==> config.mk <==
export PLATFORM = sky130hd
export DESIGN_NAME = rgb_hsv_byte_converter_flat
export DESIGN_NICKNAME = d
export VERILOG_FILES = /design/src/rtl/core/rhbc_pkg.sv /design/src/rtl/core/rhbc_in_if.sv /design/src/rtl/core/rhbc_out_if.sv /design/src/rtl/core/rgb_hsv_byte_converter.sv /design/src/flat_wrapper.sv
export SDC_FILE = /design/constraint.sdc
export NUM_CORES = 2
export LEC_CHECK = 0
export ABC_AREA = 1
export BUFFER_PORTS_ARGS = -buffer_cell sky130_fd_sc_hd__buf_4
export CORE_AREA = 10 10 290 292
export DETAILED_ROUTE_END_ITERATION = 10
export DIE_AREA = 0 0 300 302
export GPL_ROUTABILITY_DRIVEN = 0
export PLACE_DENSITY = 0.73
export SYNTH_ARGS = -nofsm -noshare
export SYNTH_HDL_FRONTEND = slang
export SYNTH_SLANG_ARGS = --single-unit
export TNS_END_PERCENT = 5
==> constraint.sdc <==
create_clock -name clk -period 7.8 [get_ports clk]
set_input_delay 0 -clock clk [delete_from_list [all_inputs] [get_ports clk]]
set_output_delay 0 -clock clk [all_outputs]
set_load 0.01 [all_outputs]
==> src/rtl/core/rhbc_pkg.sv <==
// ----------------------------------------------------------------------------
// rhbc_pkg
// Shared constants, pipeline stage types and the divider step for the
// byte RGB/HSV converter.
// ----------------------------------------------------------------------------
package rhbc_pkg;

	localparam int BYTE_W    = 8;
	localparam int PROD_W    = 2 * BYTE_W;
	localparam int REGION_W  = 3;
	localparam int NUM_SECTORS = 6;

	// Hue sector width and sector bases on the 0..255 hue circle
	localparam logic [BYTE_W-1:0] HUE_SPAN  = 8'd43;
	localparam logic [BYTE_W-1:0] BASE_RED  = 8'd0;
	localparam logic [BYTE_W-1:0] BASE_GRN  = 8'd85;
	localparam logic [BYTE_W-1:0] BASE_BLU  = 8'd171;
	localparam logic [BYTE_W-1:0] FULL_SCALE = 8'd255;
	localparam logic [BYTE_W-1:0] REM_SCALE = 8'd6;

	// Conversion direction
	localparam logic MODE_TO_HSV = 1'b0;
	localparam logic MODE_TO_RGB = 1'b1;

	// Hue regions for HSV to RGB
	localparam logic [REGION_W-1:0] REG_RED_YEL = 3'd0;
	localparam logic [REGION_W-1:0] REG_YEL_GRN = 3'd1;
	localparam logic [REGION_W-1:0] REG_GRN_CYA = 3'd2;
	localparam logic [REGION_W-1:0] REG_CYA_BLU = 3'd3;
	localparam logic [REGION_W-1:0] REG_BLU_MAG = 3'd4;

	// Restoring divider state: partial remainder, quotient so far and the
	// numerator bits still to be brought down (MSB first).
	typedef struct packed {
		logic [BYTE_W-1:0] rem;
		logic [BYTE_W-1:0] quo;
		logic [BYTE_W-1:0] low_bits;
	} div_t;

	typedef struct packed {
		logic              mode;
		logic [BYTE_W-1:0] alpha;
		logic [BYTE_W-1:0] ch_a;
		logic [BYTE_W-1:0] ch_b;
		logic [BYTE_W-1:0] ch_c;
		// RGB to HSV path
		logic [BYTE_W-1:0] hi;
		logic [BYTE_W-1:0] span;
		logic [BYTE_W-1:0] mag;
		logic              neg;
		logic              black;
		logic              flat;
		logic [BYTE_W-1:0] base;
		div_t              div_sat;
		div_t              div_hue;
		// HSV to RGB path
		logic [REGION_W-1:0] region;
		logic [BYTE_W-1:0]   frac;
		logic [PROD_W-1:0]   prod_p;
		logic [PROD_W-1:0]   prod_q;
		logic [PROD_W-1:0]   prod_t;
		logic [BYTE_W-1:0]   red;
		logic [BYTE_W-1:0]   grn;
		logic [BYTE_W-1:0]   blu;
	} stage_t;

	// One restoring division step. Requires rem < den on entry.
	function automatic div_t div_step(div_t x, logic [BYTE_W-1:0] den);
		logic [BYTE_W:0] trial;
		div_t            y;
		trial = {x.rem, x.low_bits[BYTE_W-1]};
		y.low_bits = {x.low_bits[BYTE_W-2:0], 1'b0};
		if (trial >= {1'b0, den}) begin
			y.rem = BYTE_W'(trial - {1'b0, den});
			y.quo = {x.quo[BYTE_W-2:0], 1'b1};
		end else begin
			y.rem = trial[BYTE_W-1:0];
			y.quo = {x.quo[BYTE_W-2:0], 1'b0};
		end
		return y;
	endfunction

endpackage

==> src/rtl/core/rhbc_in_if.sv <==
// ----------------------------------------------------------------------------
// rhbc_in_if
// Pixel input channel: valid/ready handshake with mode, three channels and
// alpha.
// ----------------------------------------------------------------------------
interface rhbc_in_if;
	logic       valid;
	logic       ready;
	logic       mode;
	logic [7:0] in_first;
	logic [7:0] in_second;
	logic [7:0] in_third;
	logic [7:0] alpha_in;

	modport source (
		output valid, mode, in_first, in_second, in_third, alpha_in,
		input  ready
	);
	modport sink (
		input  valid, mode, in_first, in_second, in_third, alpha_in,
		output ready
	);
endinterface

==> src/rtl/core/rhbc_out_if.sv <==
// ----------------------------------------------------------------------------
// rhbc_out_if
// Converted pixel channel: valid/ready handshake with three channels and
// alpha.
// ----------------------------------------------------------------------------
interface rhbc_out_if;
	logic       valid;
	logic       ready;
	logic [7:0] out_first;
	logic [7:0] out_second;
	logic [7:0] out_third;
	logic [7:0] alpha_out;

	modport source (
		output valid, out_first, out_second, out_third, alpha_out,
		input  ready
	);
	modport sink (
		input  valid, out_first, out_second, out_third, alpha_out,
		output ready
	);
endinterface

==> src/rtl/core/rgb_hsv_byte_converter.sv <==
// ----------------------------------------------------------------------------
// rgb_hsv_byte_converter
// Byte-precision RGB to HSV and HSV to RGB converter, one pixel per clock while the output is not held off.
// ----------------------------------------------------------------------------
// Takes one pixel per clock when the output is not held off and returns it
// through six pipeline stages plus the output register. The
// depth is set by the two 8-bit restoring dividers for saturation and hue,
// which resolve two quotient bits per stage over four stages; the HSV to RGB
// products travel alongside. Each stage stalls only when it holds a pixel
// and the stage after it cannot take one, so bubbles are squeezed out and a
// new pixel is accepted while a finished one waits on the output.
// ----------------------------------------------------------------------------
module rgb_hsv_byte_converter (
	input  logic        clk,
	input  logic        arst_n,
	rhbc_in_if.sink     pixel,
	rhbc_out_if.source  result
);
	import rhbc_pkg::*;

	stage_t st_s1, st_s2, st_s3, st_s4, st_s5, st_s6;
	stage_t nx_s1, nx_s2, nx_s3, nx_s4, nx_s5, nx_s6;
	logic   vld_s1, vld_s2, vld_s3, vld_s4, vld_s5, vld_s6;
	logic   rdy_s1, rdy_s2, rdy_s3, rdy_s4, rdy_s5, rdy_s6, rdy_out;
	logic   out_valid_q;
	logic [BYTE_W-1:0] first_nx, second_nx, third_nx;
	logic [BYTE_W-1:0] first_q, second_q, third_q, alpha_q;

	// A stage may load when it is empty or its contents move on
	assign rdy_out = !out_valid_q || result.ready;
	assign rdy_s6  = !vld_s6 || rdy_out;
	assign rdy_s5  = !vld_s5 || rdy_s6;
	assign rdy_s4  = !vld_s4 || rdy_s5;
	assign rdy_s3  = !vld_s3 || rdy_s4;
	assign rdy_s2  = !vld_s2 || rdy_s3;
	assign rdy_s1  = !vld_s1 || rdy_s2;
	assign pixel.ready = rdy_s1;

	// Stage 1: max/min/sector for RGB, region and fraction for HSV
	always_comb begin
		logic [BYTE_W-1:0] r, g, b, hi, lo;
		logic [BYTE_W:0]   diff;
		logic [BYTE_W-1:0] seg;
		r = pixel.in_first;
		g = pixel.in_second;
		b = pixel.in_third;
		nx_s1 = '0;
		nx_s1.mode  = pixel.mode;
		nx_s1.alpha = pixel.alpha_in;
		nx_s1.ch_a  = r;
		nx_s1.ch_b  = g;
		nx_s1.ch_c  = b;

		hi = (r > g) ? r : g;
		hi = (hi > b) ? hi : b;
		lo = (r < g) ? r : g;
		lo = (lo < b) ? lo : b;
		// red wins ties, then green
		priority if (hi == r) begin
			diff = {1'b0, g} - {1'b0, b};
			nx_s1.base = BASE_RED;
		end else if (hi == g) begin
			diff = {1'b0, b} - {1'b0, r};
			nx_s1.base = BASE_GRN;
		end else begin
			diff = {1'b0, r} - {1'b0, g};
			nx_s1.base = BASE_BLU;
		end
		nx_s1.hi    = hi;
		nx_s1.span  = hi - lo;
		nx_s1.neg   = diff[BYTE_W];
		nx_s1.mag   = diff[BYTE_W] ? BYTE_W'(-diff) : diff[BYTE_W-1:0];
		nx_s1.black = (hi == '0);
		nx_s1.flat  = (hi == lo);

		nx_s1.region = '0;
		for (int i = 1; i < NUM_SECTORS; i++) begin
			if ({1'b0, r} >= 9'(HUE_SPAN * i))
				nx_s1.region = REGION_W'(i);
		end
		seg = r - BYTE_W'(HUE_SPAN * nx_s1.region);
		nx_s1.frac = BYTE_W'(seg * REM_SCALE);
	end

	// Stage 2: divider numerators, first HSV products
	always_comb begin
		logic [PROD_W-1:0] num_sat, num_hue;
		nx_s2 = st_s1;
		num_sat = {st_s1.span, {BYTE_W{1'b0}}} - PROD_W'(st_s1.span);
		num_hue = PROD_W'(st_s1.mag) * PROD_W'(HUE_SPAN);
		nx_s2.div_sat = '{rem: num_sat[PROD_W-1:BYTE_W], quo: '0,
			low_bits: num_sat[BYTE_W-1:0]};
		nx_s2.div_hue = '{rem: num_hue[PROD_W-1:BYTE_W], quo: '0,
			low_bits: num_hue[BYTE_W-1:0]};
		nx_s2.prod_p = PROD_W'(st_s1.ch_c) * PROD_W'(FULL_SCALE - st_s1.ch_b);
		nx_s2.prod_q = PROD_W'(st_s1.ch_b) * PROD_W'(st_s1.frac);
		nx_s2.prod_t = PROD_W'(st_s1.ch_b) * PROD_W'(FULL_SCALE - st_s1.frac);
	end

	// Stage 3: quotient bits 7..6, outer q/t products
	always_comb begin
		nx_s3 = st_s2;
		nx_s3.div_sat = div_step(div_step(st_s2.div_sat, st_s2.hi), st_s2.hi);
		nx_s3.div_hue = div_step(div_step(st_s2.div_hue, st_s2.span), st_s2.span);
		nx_s3.prod_q = PROD_W'(st_s2.ch_c) *
			PROD_W'(FULL_SCALE - st_s2.prod_q[PROD_W-1:BYTE_W]);
		nx_s3.prod_t = PROD_W'(st_s2.ch_c) *
			PROD_W'(FULL_SCALE - st_s2.prod_t[PROD_W-1:BYTE_W]);
	end

	// Stage 4: quotient bits 5..4, region routing of v/p/q/t
	always_comb begin
		logic [BYTE_W-1:0] v, p, q, t;
		nx_s4 = st_s3;
		nx_s4.div_sat = div_step(div_step(st_s3.div_sat, st_s3.hi), st_s3.hi);
		nx_s4.div_hue = div_step(div_step(st_s3.div_hue, st_s3.span), st_s3.span);
		v = st_s3.ch_c;
		p = st_s3.prod_p[PROD_W-1:BYTE_W];
		q = st_s3.prod_q[PROD_W-1:BYTE_W];
		t = st_s3.prod_t[PROD_W-1:BYTE_W];
		unique case (st_s3.region)
			REG_RED_YEL: begin
				nx_s4.red = v; nx_s4.grn = t; nx_s4.blu = p;
			end
			REG_YEL_GRN: begin
				nx_s4.red = q; nx_s4.grn = v; nx_s4.blu = p;
			end
			REG_GRN_CYA: begin
				nx_s4.red = p; nx_s4.grn = v; nx_s4.blu = t;
			end
			REG_CYA_BLU: begin
				nx_s4.red = p; nx_s4.grn = q; nx_s4.blu = v;
			end
			REG_BLU_MAG: begin
				nx_s4.red = t; nx_s4.grn = p; nx_s4.blu = v;
			end
			default: begin
				nx_s4.red = v; nx_s4.grn = p; nx_s4.blu = q;
			end
		endcase
	end

	// Stages 5 and 6: remaining quotient bits
	always_comb begin
		nx_s5 = st_s4;
		nx_s5.div_sat = div_step(div_step(st_s4.div_sat, st_s4.hi), st_s4.hi);
		nx_s5.div_hue = div_step(div_step(st_s4.div_hue, st_s4.span), st_s4.span);
	end

	always_comb begin
		nx_s6 = st_s5;
		nx_s6.div_sat = div_step(div_step(st_s5.div_sat, st_s5.hi), st_s5.hi);
		nx_s6.div_hue = div_step(div_step(st_s5.div_hue, st_s5.span), st_s5.span);
	end

	// Output: apply black/grey cases and pick the direction
	always_comb begin
		logic [BYTE_W-1:0] hue_ofs;
		hue_ofs = st_s6.neg ? BYTE_W'(-st_s6.div_hue.quo) : st_s6.div_hue.quo;
		unique case (st_s6.mode)
			MODE_TO_HSV: begin
				first_nx  = (st_s6.black || st_s6.flat) ? '0 : st_s6.base + hue_ofs;
				second_nx = st_s6.black ? '0 : st_s6.div_sat.quo;
				third_nx  = st_s6.hi;
			end
			default: begin
				if (st_s6.ch_b == '0) begin
					first_nx  = st_s6.ch_c;
					second_nx = st_s6.ch_c;
					third_nx  = st_s6.ch_c;
				end else begin
					first_nx  = st_s6.red;
					second_nx = st_s6.grn;
					third_nx  = st_s6.blu;
				end
			end
		endcase
	end

	always_ff @(posedge clk or negedge arst_n) begin
		if (!arst_n) begin
			vld_s1      <= 1'b0;
			vld_s2      <= 1'b0;
			vld_s3      <= 1'b0;
			vld_s4      <= 1'b0;
			vld_s5      <= 1'b0;
			vld_s6      <= 1'b0;
			out_valid_q <= 1'b0;
		end else begin
			if (rdy_s1)  vld_s1      <= pixel.valid;
			if (rdy_s2)  vld_s2      <= vld_s1;
			if (rdy_s3)  vld_s3      <= vld_s2;
			if (rdy_s4)  vld_s4      <= vld_s3;
			if (rdy_s5)  vld_s5      <= vld_s4;
			if (rdy_s6)  vld_s6      <= vld_s5;
			if (rdy_out) out_valid_q <= vld_s6;
		end
	end

	always_ff @(posedge clk) begin
		if (rdy_s1 && pixel.valid) st_s1 <= nx_s1;
		if (rdy_s2 && vld_s1)      st_s2 <= nx_s2;
		if (rdy_s3 && vld_s2)      st_s3 <= nx_s3;
		if (rdy_s4 && vld_s3)      st_s4 <= nx_s4;
		if (rdy_s5 && vld_s4)      st_s5 <= nx_s5;
		if (rdy_s6 && vld_s5)      st_s6 <= nx_s6;
		if (rdy_out && vld_s6) begin
			first_q  <= first_nx;
			second_q <= second_nx;
			third_q  <= third_nx;
			alpha_q  <= st_s6.alpha;
		end
	end

	assign result.valid      = out_valid_q;
	assign result.out_first  = first_q;
	assign result.out_second = second_q;
	assign result.out_third  = third_q;
	assign result.alpha_out  = alpha_q;

endmodule
==> src/flat_wrapper.sv <==
// flat-port wrapper written by rule: the top's interface ports become plain ports
module rgb_hsv_byte_converter_flat import rhbc_pkg::*;
  (clk, arst_n, pixel_valid, pixel_mode, pixel_in_first, pixel_in_second, pixel_in_third, pixel_alpha_in, pixel_ready, result_valid, result_out_first, result_out_second, result_out_third, result_alpha_out, result_ready);
  rhbc_in_if pixel_i ();
  rhbc_out_if result_i ();
  input  logic clk;
  input  logic arst_n;
  input wire logic [$bits(pixel_i.valid)-1:0] pixel_valid;
  input wire logic [$bits(pixel_i.mode)-1:0] pixel_mode;
  input wire logic [$bits(pixel_i.in_first)-1:0] pixel_in_first;
  input wire logic [$bits(pixel_i.in_second)-1:0] pixel_in_second;
  input wire logic [$bits(pixel_i.in_third)-1:0] pixel_in_third;
  input wire logic [$bits(pixel_i.alpha_in)-1:0] pixel_alpha_in;
  output wire logic [$bits(pixel_i.ready)-1:0] pixel_ready;
  output wire logic [$bits(result_i.valid)-1:0] result_valid;
  output wire logic [$bits(result_i.out_first)-1:0] result_out_first;
  output wire logic [$bits(result_i.out_second)-1:0] result_out_second;
  output wire logic [$bits(result_i.out_third)-1:0] result_out_third;
  output wire logic [$bits(result_i.alpha_out)-1:0] result_alpha_out;
  input wire logic [$bits(result_i.ready)-1:0] result_ready;
  assign pixel_i.valid = pixel_valid;
  assign pixel_i.mode = pixel_mode;
  assign pixel_i.in_first = pixel_in_first;
  assign pixel_i.in_second = pixel_in_second;
  assign pixel_i.in_third = pixel_in_third;
  assign pixel_i.alpha_in = pixel_alpha_in;
  assign pixel_ready = pixel_i.ready;
  assign result_valid = result_i.valid;
  assign result_out_first = result_i.out_first;
  assign result_out_second = result_i.out_second;
  assign result_out_third = result_i.out_third;
  assign result_alpha_out = result_i.alpha_out;
  assign result_i.ready = result_ready;
  rgb_hsv_byte_converter u_core (.clk(clk), .arst_n(arst_n), .pixel(pixel_i), .result(result_i));
endmodule
# Word level (Yosys, flattened, before mapping)
# Index checks and enable logic that the tools add are counted.
# W data, S select, Z words.
word_totals:
  reg_bits: 694
  word_cells: 245
classes:
  n_lt_le_gt_ge: 25
  addsub: 27
  n_eq_ne: 7
  multipliers: 8
  n_reduce_logical: 25
  muxes: 39
op_table:
  columns: ["cell", "n"]
  rows:
  - ["$mux W16", 14]
  - ["$ge A9 B8 Y1", 15]
  - ["$mux W8", 15]
  - ["$pmux W24 S5", 1]
  - ["$sub A8 B8 Y8", 15]
  - ["$mul A8 B16 Y16", 4]
  - ["$sub A8 B8 Y9 const A", 4]
  - ["$sub A8 B8 Y9", 3]
  - ["$eq A8 B8 Y1", 3]
  - ["$ge A8 B8 Y1 const B", 3]
  - ["$mux W9", 2]
  - ["$gt A8 B8 Y1", 2]
  - ["$logic_not A8 Y1", 2]
  - ["$lt A8 B8 Y1", 2]
  - ["$neg A8 Y8", 2]
  - ["$sub A16 B8 Y16", 1]
  - ["$mul A8 B7 Y15", 1]
  - ["$mul A8 B6 Y14 const B", 1]
  - ["$add A8 B8 Y8", 1]
  - ["$ge A7 B8 Y1", 1]
  - ["$ge A8 B6 Y1 const B", 1]
  - ["$ge A8 B7 Y1 const B", 1]
  - ["$logic_or A1 B1 Y1", 8]
  - ["$mul A6 B3 Y8 const A", 1]
  - ["11 further kinds", 28]

# Logic depth before layout (Yosys ltp)
depth:
  ltp_word: 9
  ltp_mapped: 38

# Worst setup path after synthesis
# Ideal clock, no wire load.
synth_timing:
  path_kind: "reg2reg"
  from: "register u_core.out_valid_q (netlist: u_core.result.valid)"
  to: "register u_core.st_s3, in the netlist u_core.nx_s4[112], enable pin"
  path_buffers: 0
  stages_incl_launch_ff: 12
  setup_slack_ns: 1.915
  setup_time_ns: 0.572
  arrival_ns: 5.313
  path_cell_list: "dfrtp_1 -> inv_1 -> nor2_1 -> inv_1 -> nor2_1 -> inv_1 -> nor2_1 -> inv_1 -> nor2_1 -> inv_1 -> nor2_1 -> nor2_1"
synth_between:
  elab_chain_len: 7
synth_rtl:
  columns: ["item", "line_no", "text"]
  rows:
  - ["from (decl)", "rgb_hsv_byte_converter.sv:25", "logic out_valid_q;"]
  - ["from (signal assigned)", "rgb_hsv_byte_converter.sv:196", "if (rdy_out) out_valid_q <= vld_s6;"]
  - ["$logic_not A1 Y1", "rgb_hsv_byte_converter.sv:30", "assign rdy_out = !out_valid_q || result.ready;"]
  - ["$logic_or A1 B1 Y1", "rgb_hsv_byte_converter.sv:30", null]
  - ["$logic_or A1 B1 Y1", "rgb_hsv_byte_converter.sv:31", "assign rdy_s6 = !vld_s6 || rdy_out;"]
  - ["$logic_or A1 B1 Y1", "rgb_hsv_byte_converter.sv:32", "assign rdy_s5 = !vld_s5 || rdy_s6;"]
  - ["$logic_or A1 B1 Y1", "rgb_hsv_byte_converter.sv:33", "assign rdy_s4 = !vld_s4 || rdy_s5;"]
  - ["$logic_or A1 B1 Y1", "rgb_hsv_byte_converter.sv:34", "assign rdy_s3 = !vld_s3 || rdy_s4;"]
  - ["$logic_and A1 B1 Y1", "rgb_hsv_byte_converter.sv:203", "if (rdy_s3 && vld_s2) st_s3 <= nx_s3;"]
  - ["to (signal assigned)", "rgb_hsv_byte_converter.sv:203", null]
  - ["to (decl)", "rgb_hsv_byte_converter.sv:21", "stage_t st_s1, st_s2, st_s3, st_s4, st_s5, st_s6;"]
# Every way passes these cells.
# A chain may end at the register's enable or synchronous reset.

==> Flow_metrics.wiki <==
{| class="wikitable"
! Metric !! Value
|-
| Max transition margin || 33.5%
|-
| Cell count after synthesis || 3,725
|-
| Setup repair after global routing missed its margin || no
|-
| DR DRC count || 0
|-
| Pin count of the biggest net entering global routing || 74
|-
| Layout Skew || 0.0529 ns
|-
| Placeable core region || a little under 80,000 um^2
|-
| Top-level port count || 71
|-
| Total of warnings raised by yosys || 0
|-
| Layout cell share with drive strength beyond 1 || 5.94%
|-
| Synthesized net count || 4,360
|-
| Worst setup path category || reg -> reg
|-
| Clk Latency, worst-skew pair || around 0.64 ns
|-
| Adder and majority gate portion of the synthesized area || 23.2%
|-
| XOR/XNOR share of the synthesized area || approximately 3.9%
|-
| Post-route core utilization || 54.5%
|-
| Port Buffers || 70
|-
| Die H || 302 um
|-
| Number of endpoints failing setup at the final stage || 0
|-
| Startpoint kind of the worst setup timing path || flop
|-
| Placement Rows || 103
|-
| Final critical delay including setup and external delays || 5.84 ns
|-
| Area of the die || 90,600 um^2
|-
| Max-slew violation count || 0
|-
| Vias in the first global route || between 20k and 30k
|-
| Compound-gate portion of the synthesized area || 7.55%
|-
| Total routing usage reported by global routing || 17.0%
|-
| Met2 layer wire length in the routed design || ~36,000 um
|-
| Arr. time, crit path || 6.21 ns
|-
| Post-Syn Area || about 39,000 um^2
|-
| Overall die width || about 300 um
|-
| Share of the clock period used by the worst path after layout || between 70% and 80%
|-
| Average size of a mapped cell || around 10 um^2
|-
| Number of buffers inserted during clock tree synthesis || 57
|-
| Maximum capacitance violations || 0
|-
| Fin Setup TNS || 0 ns
|-
| Sum of routed wire length over all layers || 76,200 um
|-
| TritonCTS clock tree || yes
|-
| Number of flops mapped to enable cells by yosys || between 500 and 600
|-
| Aggregate global routing overflow || 0
|-
| Count of H-tree levels built during CTS || 2
|-
| Asr flop ratio synth || under 10%
|-
| Routed via count divided by cell count || 5.14
|-
| Maximum fanout along the worst path || 15
|-
| Run status || complete, no violations
|-
| Category of the worst setup path capture point || flop
|-
| Final hold vios || 0
|-
| Most frequent cell after synthesis || inv_1
|-
| Wire length on met1 || approximately 34,000 um
|-
| Fillers || around 6.7k
|-
| Clk slew on worst S/H paths || 0.06 ns
|-
| ANT nets after route || 0
|-
| Detailed-router iteration count before antenna repair || 6
|-
| Transition time at the pin with the least slew margin || 0.993 ns
|-
| Maximum buffer depth of the clock tree || 3
|-
| Largest family of logic cells by synthesized area || adder cells
|-
| Uppermost layer routed || met4
|-
| Path type of the worst min-delay path || in -> reg
|-
| Area overhead of the layout relative to synthesis || 10.4%
|-
| Initial core utilization || 49.3%
|-
| Data required time at the worst endpoint || a little over 8 ns
|-
| Cell chosen for the clock root || clkbuf_16
|-
| Wire length on met3 || 4560 um
|-
| Wire length per cell || 15.4 um
|-
| First-pass GRT wire length || approximately 130,000 um
|-
| Top achievable clock speed || 0.171 GHz
|-
| Dominant cell type by area after synthesis || edfxtp_1
|-
| Top flip-flop cell by instance count after synthesis || edfxtp_1
|-
| DR iter-0 viols || 1,809
|-
| Register area share after synthesis || 46.1%
|-
| Resized cells post-CTS || 0
|-
| Antenna violations before repair || 0
|-
| Unique masters post-synth || 57
|-
| Antenna diodes || 0
|-
| Minimum hold slack || 0.0673 ns
|-
| Portion of synthesized cell area occupied by the leading cell type || 45.7%
|-
| Nets || 4,480
|-
| Ranking of synthesized cells by area || edfxtp_1, ha_1, fa_1, inv_1, nand2_1
|-
| Number of clock sinks || 595
|-
| Mux cell area share after synthesis || 0.116%
|-
| Vias || 25.4k
|-
| Flip-flop and latch count after synthesis || approximately 600
|-
| Top cells by count, synth || inv_1, nand2_1, edfxtp_1
|-
| Basic-gate share of the synthesized area counting and, or, nand and nor cells || 11.6%
|-
| DP HPWL || 58,700 um
|}
worst paths after layout:
path                                endpoint  slack, ns               from  cells after the start
setup / recovery            u_core.nx_s3[69]       1.96  u_core.nx_s2[178]                     22
hold / removal              u_core.nx_s2[80]       0.07  pixel_in_first[3]                      5
setup reg to reg            u_core.nx_s3[69]       1.96  u_core.nx_s2[178]                     22
hold reg to reg            u_core.st_s6[168]       0.37  u_core.nx_s6[168]                      0
max in group asynchronous      u_core.vld_s6       7.24             arst_n                      3
min in group asynchronous      u_core.vld_s4       0.32             arst_n                      3
kinds of logic (layout without fill, tap and decap cells):
group	after synthesis	in the layout
xor+xnor	173	173
fa+ha+maj	598	598
simple gates	1078	1078
compound gates	513	513
mux	4	4
flops	595	595
buf+inv	764	931
metrics by stage:
step / setup slack, ns / std cells / cell area (um^2)
after floorplan: 1.92 / 3725 / 38700
after global placement: 2.17 / 4803 / 40400
after detailed placement: 2.07 / 4803 / 40400
after CTS: 2.01 / 4942 / 42700
after global routing: 1.60 / 4942 / 42700
final: 1.96 / 4942 / 42700
cell usage in the layout, fill, tap and decap left out, types with 16 or more instances in the layout:
| cell type | n |
|---|---|
| fa_1 | 200 |
| a22oi_1 | 20 |
| xnor2_1 | 75 |
| nand4_1 | 24 |
| o21ai_0 | 191 |
| nor2_1 | 279 |
| nand2_2 | 20 |
| buf_4 | 84 |
| clkbuf_1 | 16 |
| dlygate4sd3_1 | 33 |
| a21oi_1 | 186 |
| xor2_1 | 98 |
| clkbuf_16 | 57 |
| nand2_1 | 603 |
| nand3_1 | 82 |
| nor3_1 | 19 |
| ha_1 | 398 |
| inv_1 | 694 |
| edfxtp_1 | 588 |
area by class of cell:
cell class | instances | area, um^2 | area share [%]
clock buffers | 79 | 1570 | 3.68
clock inverters | 27 | 380 | 0.891
inverters | 708 | 2660 | 6.24
multi-input cells | 2366 | 18000 | 42.1
flip-flops and latches | 595 | 17800 | 41.8
well taps | 1050 | 1310 | 3.08
repair buffers | 117 | 961 | 2.25
repair_timing:
action / CTS / global route
setup buffers: 0 / 0
hold endpoints to repair: 51 / 0
hold buffers: 33 / 0
worst max-delay path: stages, from the launching register on:
cell and delay, ns:
edfxtp_1 0.73, clkinv_1 0.46, nand2_1 0.19, fa_1 0.45, fa_1 0.49, inv_1 0.06
fa_1 0.50, fa_1 0.49, ha_1 0.31, nand2_1 0.08, nor2_1 0.05, a211oi_1 0.19
o41ai_1 0.16, a21oi_1 0.24, inv_1 0.06, a21oi_1 0.27, inv_1 0.07, a21oi_1 0.20
inv_1 0.08, a21oi_1 0.23, nor2_1 0.07, nor2_1 0.12, xnor2_1 0.08
metal layers:
layer  global-route usage (%)  vias up
met5                        0        -
met4                     4.54        0
met3                     2.42      136
met2                     28.8      729
met1                     22.6    12000
li1                         -    12600
state kept, by name, summed over array words and instances, names as in the netlist, 8 cells and up:
register / cells
u_core.st_s3: 24
u_core.nx_s5: 74
u_core.st_s2: 35
u_core.st_s4: 28
u_core.nx_s2: 65
u_core.result.out_first: 8
u_core.st_s6: 79
u_core.result.alpha_out: 8
u_core.nx_s6: 71
u_core.st_s5: 31
u_core.nx_s3: 68
u_core.result.out_third: 8
u_core.result.out_second: 8
u_core.nx_s4: 81
Power is left out: the tool's default activity adds up to more than one toggle a clock period on the data nets, which glitch-free logic cannot reach.
